File: src/rtl/core/sample_interval_quality_monitor_top_macros.svh
// Assertion macros for the sample interval quality monitor.
// Used by the top level; expects clk and rst in scope.
`ifndef SAMPLE_INTERVAL_QUALITY_MONITOR_TOP_MACROS_SVH
`define SAMPLE_INTERVAL_QUALITY_MONITOR_TOP_MACROS_SVH

// Same-cycle implication.
`define SQM_ASSERT_NOW(label, ante, cons) \
  label: assert property (@(posedge clk) disable iff (rst) (ante) |-> (cons)) \
    else $error("sqm: same-cycle check failed");

// Next-cycle implication.
`define SQM_ASSERT_NEXT(label, ante, cons) \
  label: assert property (@(posedge clk) disable iff (rst) (ante) |=> (cons)) \
    else $error("sqm: next-cycle check failed");

`endif

File: src/rtl/core/sqm_pkg.sv
// Package for the sample interval quality monitor: types, codes, constants.
// No dependencies.
`timescale 1ns / 1ps

package sqm_pkg;

  localparam int COUNT_BITS  = 20;
  localparam int TIME_BITS   = 32;
  localparam int SUM_BITS    = 48;
  localparam int DIV_BITS    = 48;
  localparam int DS_BITS     = 8;
  localparam int REF_BITS    = 28;
  localparam int RATE_BITS   = 32;
  localparam int PCT_BITS    = 7;
  localparam int PADDR_BITS  = 4;
  localparam int QUEUE_DEPTH = 4;
  localparam int QPTR_BITS   = $clog2(QUEUE_DEPTH);
  localparam int RECIP_BITS  = 33;
  localparam int RECIP_SHIFT = 31;

  // 1e6 us per second times 256 for Q8
  localparam logic [27:0] RATE_SCALE  = 28'd256000000;
  localparam logic [6:0]  REF_DIVISOR = 7'd100;
  // ceil(2^31 * 256 / 100): exact floor(x * 256 / 100) for x below 2^27
  localparam logic [RECIP_BITS-1:0] REF_RECIP = 33'd5497558139;

  localparam logic [2:0] ACT_SAMPLE    = 3'd0;
  localparam logic [2:0] ACT_LEFT_FIX  = 3'd1;
  localparam logic [2:0] ACT_RIGHT_FIX = 3'd2;
  localparam logic [2:0] ACT_END_DS    = 3'd3;
  localparam logic [2:0] ACT_END_TRIAL = 3'd4;

  localparam logic [1:0] REG_MIN_GAP = 2'd0;
  localparam logic [1:0] REG_MAX_GAP = 2'd1;
  localparam logic [1:0] REG_PERCENT = 2'd2;

  typedef struct packed {
    logic [2:0]           action;
    logic [TIME_BITS-1:0] timestamp_us;
  } item_t;

  typedef struct packed {
    logic [COUNT_BITS-1:0] points_in_trial;
    logic [COUNT_BITS-1:0] left_fixations;
    logic [COUNT_BITS-1:0] right_fixations;
    logic [COUNT_BITS-1:0] glitch_count;
    logic [REF_BITS-1:0]   glitch_reference_q8;
    logic [RATE_BITS-1:0]  average_rate_q8;
    logic                  rate_valid;
    logic [DS_BITS-1:0]    datasets_in_trial;
  } report_t;

  typedef struct packed {
    logic [31:0]         min_gap_us;
    logic [31:0]         max_gap_us;
    logic [PCT_BITS-1:0] glitch_share;
  } cfg_t;

endpackage

File: src/rtl/core/sqm_front.sv
// Front end: accepts transactions, drops unknown actions, queues the rest.
// Depends on sqm_pkg.
`timescale 1ns / 1ps

module sqm_front (
  input  logic          clk,
  input  logic          rst,
  input  logic          item_valid,
  output logic          item_stall,
  input  sqm_pkg::item_t item,
  output logic          q_valid,
  input  logic          q_pop,
  output sqm_pkg::item_t q_item
);
  import sqm_pkg::*;

  item_t                mem [QUEUE_DEPTH];
  logic [QPTR_BITS-1:0] wr_ptr;
  logic [QPTR_BITS-1:0] rd_ptr;
  logic [QPTR_BITS:0]   count;
  logic                 push;
  logic                 known;

  assign item_stall = (count == (QPTR_BITS+1)'(QUEUE_DEPTH));
  assign known      = (item.action inside {[ACT_SAMPLE:ACT_END_TRIAL]});
  assign push       = item_valid && !item_stall && known;
  assign q_valid    = (count != '0);
  assign q_item     = mem[rd_ptr];

  always_ff @(posedge clk) begin
    if (push) begin
      mem[wr_ptr] <= item;
    end
  end

  always_ff @(posedge clk) begin
    if (rst) begin
      wr_ptr <= '0;
      rd_ptr <= '0;
      count  <= '0;
    end else begin
      if (push) begin
        wr_ptr <= wr_ptr + 1'b1;
      end
      if (q_pop) begin
        rd_ptr <= rd_ptr + 1'b1;
      end
      case ({push, q_pop})
        2'b10:   count <= count + 1'b1;
        2'b01:   count <= count - 1'b1;
        default: count <= count;
      endcase
    end
  end

endmodule

File: config.mk
export PLATFORM = sky130hd
export DESIGN_NAME = sqm_front
export DESIGN_NICKNAME = d
export VERILOG_FILES = /design/src/rtl/core/sample_interval_quality_monitor_top_macros.svh /design/src/rtl/core/sqm_pkg.sv /design/src/rtl/core/sqm_front.sv
export SDC_FILE = /design/constraint.sdc
export NUM_CORES = 1
export LEC_CHECK = 0
export ABC_AREA = 1
export BUFFER_PORTS_ARGS = -buffer_cell sky130_fd_sc_hd__buf_4
export CAP_MARGIN = 20
export CORE_ASPECT_RATIO = 0.6
export CORE_MARGIN = 2
export CORE_UTILIZATION = 42
export DETAILED_ROUTE_END_ITERATION = 8
export PLACE_DENSITY_LB_ADDON = 0.1
export SYNTH_ARGS = -nofsm -noshare
export SYNTH_HDL_FRONTEND = slang
export SYNTH_SLANG_ARGS = --single-unit
File: constraint.sdc
create_clock -name clk -period 7.4 [get_ports clk]
set_input_delay 1.11 -clock clk [delete_from_list [all_inputs] [get_ports clk]]
set_output_delay 1.11 -clock clk [all_outputs]
set_load 0.01 [all_outputs]
# == Yosys cells after proc, flatten, opt, wreduce, memory -nomap -nowiden ==
# Memories as Yosys holds them, arrays and structs flattened. A register that Yosys moved wholly into a read port is not among the register bits.
# Index checks and enable logic that the tools add are counted.
# word_totals
in_bits,39
ff_bits,7
ram_bits,140
memories,1
# memory_table
memory,words,word_bits,rd,rd_clocked_by_memory_dff,write_ports,line,source
mem,4,35,1,1,1,sqm_front.sv:17,item_t mem [QUEUE_DEPTH];
# classes
n_reduce_logical,6
addsub,4
order_cmp,2
mux,5
n_eq_ne,3
# op_table
operator,n
$pmux 3 s2,1
$add 2x1->2 const B,2
$mux 2,2
$add 3x1->3 const B,1
$eq 3x3->1 const B,1
$ge 3x1->1 const B,1
$le 3x3->1 const B,1
$logic_and 1x1->1,3
$reduce_bool 3->1,1
$sub 3x1->3 const B,1
$eq 2x1->1 const B,1
$eq 2x2->1 const B,1
$mux 1,2
$reduce_bool 2->1,1
$logic_not 1->1,1

# == Depth between registers and ports, before layout ==
# logic_depth
word_depth,6
depth_mapped,11
ltp_nobuf,11

# == Worst setup path before layout ==
# OpenSTA, ideal clock, no wires.
# synth_timing
path_kind,in2reg
startpoint,input item[33] (netlist bit)
endpoint,"memory mem[0][0] (netlist bit), enable pin"
setup_time_ns,0.427
stages,3
required_time_ns,6.973
n_path_buf,0
slack_ns,4.047
t_arrival_ns,2.926
path_cell_list,o21ai_2 nand3_4 nor2_1
# synth_via
elab_chain_len,5
word_cells_on_any_way,6
cone_classes,2 x order compare; 2 x mux; 2 x reduce/logical
# synth_lines
element,line,source
from (decl),sqm_front.sv:10,"input sqm_pkg::item_t item,"
$ge 3x1->1 or $le 3x3->1 (tied branches),sqm_front.sv:25,assign known = (item.action inside {[ACT_SAMPLE:ACT_END_TRIAL]});
$logic_and 1x1->1 *,sqm_front.sv:25,
$logic_and 1x1->1 *,sqm_front.sv:26,assign push = item_valid && !item_stall && known;
$mux 1 *,sqm_front.sv:31,if (push) begin
$mux 1 (implied by the code) *,sqm_front.sv:32,mem[wr_ptr] <= item;
to (decl),sqm_front.sv:17,
# Mark *: on every way between the ends. The rest lies on a longest branch, timed or not.

==> impl_metrics.toml <==
[placement]
pre_cts_ws_ps = 4390
dpl_cell_area_sq_mm = 0.00640
finalWeightedCongestion = 0.704
dp_hpwl_mm = 6.65
numPortBuffers = 75

[logic_synthesis]
synthMuxAreaShare = 0
synthesis.area_sq_mm = 0.00568
yosysWarnings = 0
synth_top_family_by_area = "compound AO/OA/AOI/OAI gates"
syn_nets = 450
synthCells = 405
synth-simple-area-share = 0.0683
synth-seq-cells = 149
synth_fa_ha_area_frac = 0.0146
synth_compound_area_frac = 0.108
synth-xor-area-share = 0
synth_cell_types = 21
synth.avg_cell_area_sq_um = 14.0
ys_seq_area_frac = 0.772

[critical_path]
r2r_slack_ps = 5230
crit_fanout = 36
worst_setup_path_start_kind = "flop"
worstPathArrival_ps = 2110
path_class = "flop to output pin"
required_ps = 6290
crit_path_end_kind = "output pin"

[sta]
grt_setup_unrepaired = "no"
fin_ws_ps = 4180
max_freq_ghz = 0.311
drv_slew = 0
post-route-min-period_ps = 3220
fin_crit_sh = 0.435
finClkSkew_ps = 11.7
hold_viol = 0
relSlewSlack = 0.525
final.setup.tns_ps = 0
holdWs_ps = 477
setup_viol = 0
worst_pin_slew_ps = 712

[pwr]
ir_drop_mv = 0.183
power.total_mw = 2.02
p_leak_nw = 2.52
powerDensity_mw_per_mm2 = 288

[route]
ant_nets = 0
dr.pass1.iters = 5
drc = 0
via_count = 3397
drt-total-wl_mm = 11.8
routedWlPerCell_um = 17.7
dr.first_iter.drc_count = 203
via_per_inst = 5.09

[clocking]
holdBufCountCts = 0
clock_sinks = 149
clockRootBuffer = "clkbuf_16"
clk_pin_slew_worst_paths_ps = 60
cts_max_level = 4
cts_buffers = 17
clockBufferDepth = 2
tritoncts = "yes"
cts_setup_buffers = 0
cts.repair.resized = 0
insertion_delay_ps = 410

[global_route]
grt_util_all_layers = 0.171
first_global_vias = 3429
antenna_found_initial = 0
grt_first_pass_wirelength_mm = 18.4
grt_max_degree = 71
grt-ovfl-total = 0

[die]
die_y_um = 94.0
boundaryPins = 76
fp.dieW_um = 154
die_area_sq_mm = 0.0145
coreArea_sq_mm = 0.0130
start_util = 0.436
rows = 32

[layout]
nets = 529
drive_gt1_frac = 0.247
area_growth_pct = 23.7
design_area_sq_mm = 0.00702
n_antenna_cell = 0

[status]
outcome = "finished clean"

[min_path]
hold_path.class = "flop to flop"

[job]
cap_viol_max_count = 0
synth_stat cells, drive strengths merged:
cell type / number / share of area
nand4: 3 / 0.0033
o22ai: 35 / 0.039
nand3: 2 / 0.0040
inv: 20 / 0.014
or2: 1 / 0.0011
o21ai: 75 / 0.067
nand2: 10 / 0.0071
dfxtp: 9 / 0.032
buf: 21 / 0.023
a21oi: 3 / 0.0026
fa: 1 / 0.0035
ha: 5 / 0.011
edfxtp: 140 / 0.74
nor2: 80 / 0.053
metal layers:
layer	GRT usage	part of all wire	routed length (um)	up-vias
met2	0.256	0.44	5200	75
li1	-	-	-	1653
met1	0.242	0.49	5830	1657
met5	0	0	0	-
met3	0.0406	0.053	630	12
met4	0.0678	0.011	124	0
cell usage in the layout, fill, tap and decap left out:
cell	Yosys	routed
nand3_4	1	1
o21ai_0	53	53
dfxtp_2	0	1
or2_2	1	1
clkinv_4	0	1
nor2_4	0	4
inv_6	0	1
nand2_2	1	1
a21oi_1	3	3
nand2_1	9	9
inv_4	1	4
buf_12	0	2
clkinv_2	0	4
o21ai_2	1	1
buf_4	10	79
inv_1	18	18
edfxtp_1	140	140
nand4_1	3	3
clkbuf_16	0	21
dfxtp_1	9	8
o22ai_1	35	35
ha_1	5	5
fa_1	1	1
inv_2	1	1
clkbuf_8	0	1
clkbuf_1	0	1
nor2_1	80	76
nand3_1	1	1
o21ai_1	21	21
worst paths after layout:
check,startpoint,endpoint,depth (start not counted)
max,flop,q_item[20],5
min,rd_ptr[1]$_SDFFE_PP0P_,flop,1
max reg2reg,count[0]$_SDFFE_PP0P_,count[2]$_SDFFE_PP0P_,11
min reg2reg,rd_ptr[1]$_SDFFE_PP0P_,flop,1
cells by family after synthesis:
group	Yosys count
simple gates	96
fa+ha+maj	6
compound gates	113
flops	149
buf+inv	41
where the power goes:
part | internal, mW | switching, mW | total (mW)
combinational | 0.0827 | 0.126 | 0.209
sequential | 0.960 | 0.00975 | 0.970
clock | 0.518 | 0.326 | 0.845
total | 1.56 | 0.462 | 2.02
sequential cells by signal, summed over array words and instances, names as in the netlist, named ones only:
register / count
mem: 140
wr_ptr: 2
count: 3
rd_ptr: 2
per-stage QoR:
step / std cells / util
6_report: 667 / 0.540
2_1_floorplan: 405 / -
3_5_place_dp: 634 / 0.492
3_3_place_gp: 633 / 0.490
5_1_grt: 667 / 0.540
4_1_cts: 666 / 0.538
critical path, stage by stage (launching register included):
cell	delay, ps
dfxtp_1	300
buf_4	240
inv_2	540
o21ai_0	190
o22ai_1	240
buf_4	170
cell type report:
type | instances | area, sq um
sequential | 149 | 4390
clock buffer | 23 | 543
tap | 170 | 213
inverter | 20 | 77.6
timing repair buffer | 81 | 633
clock inverter | 9 | 56.3
multi-input combinational | 215 | 1110
fill | 1089 | 5990
(Power assumes the default switching activity.)
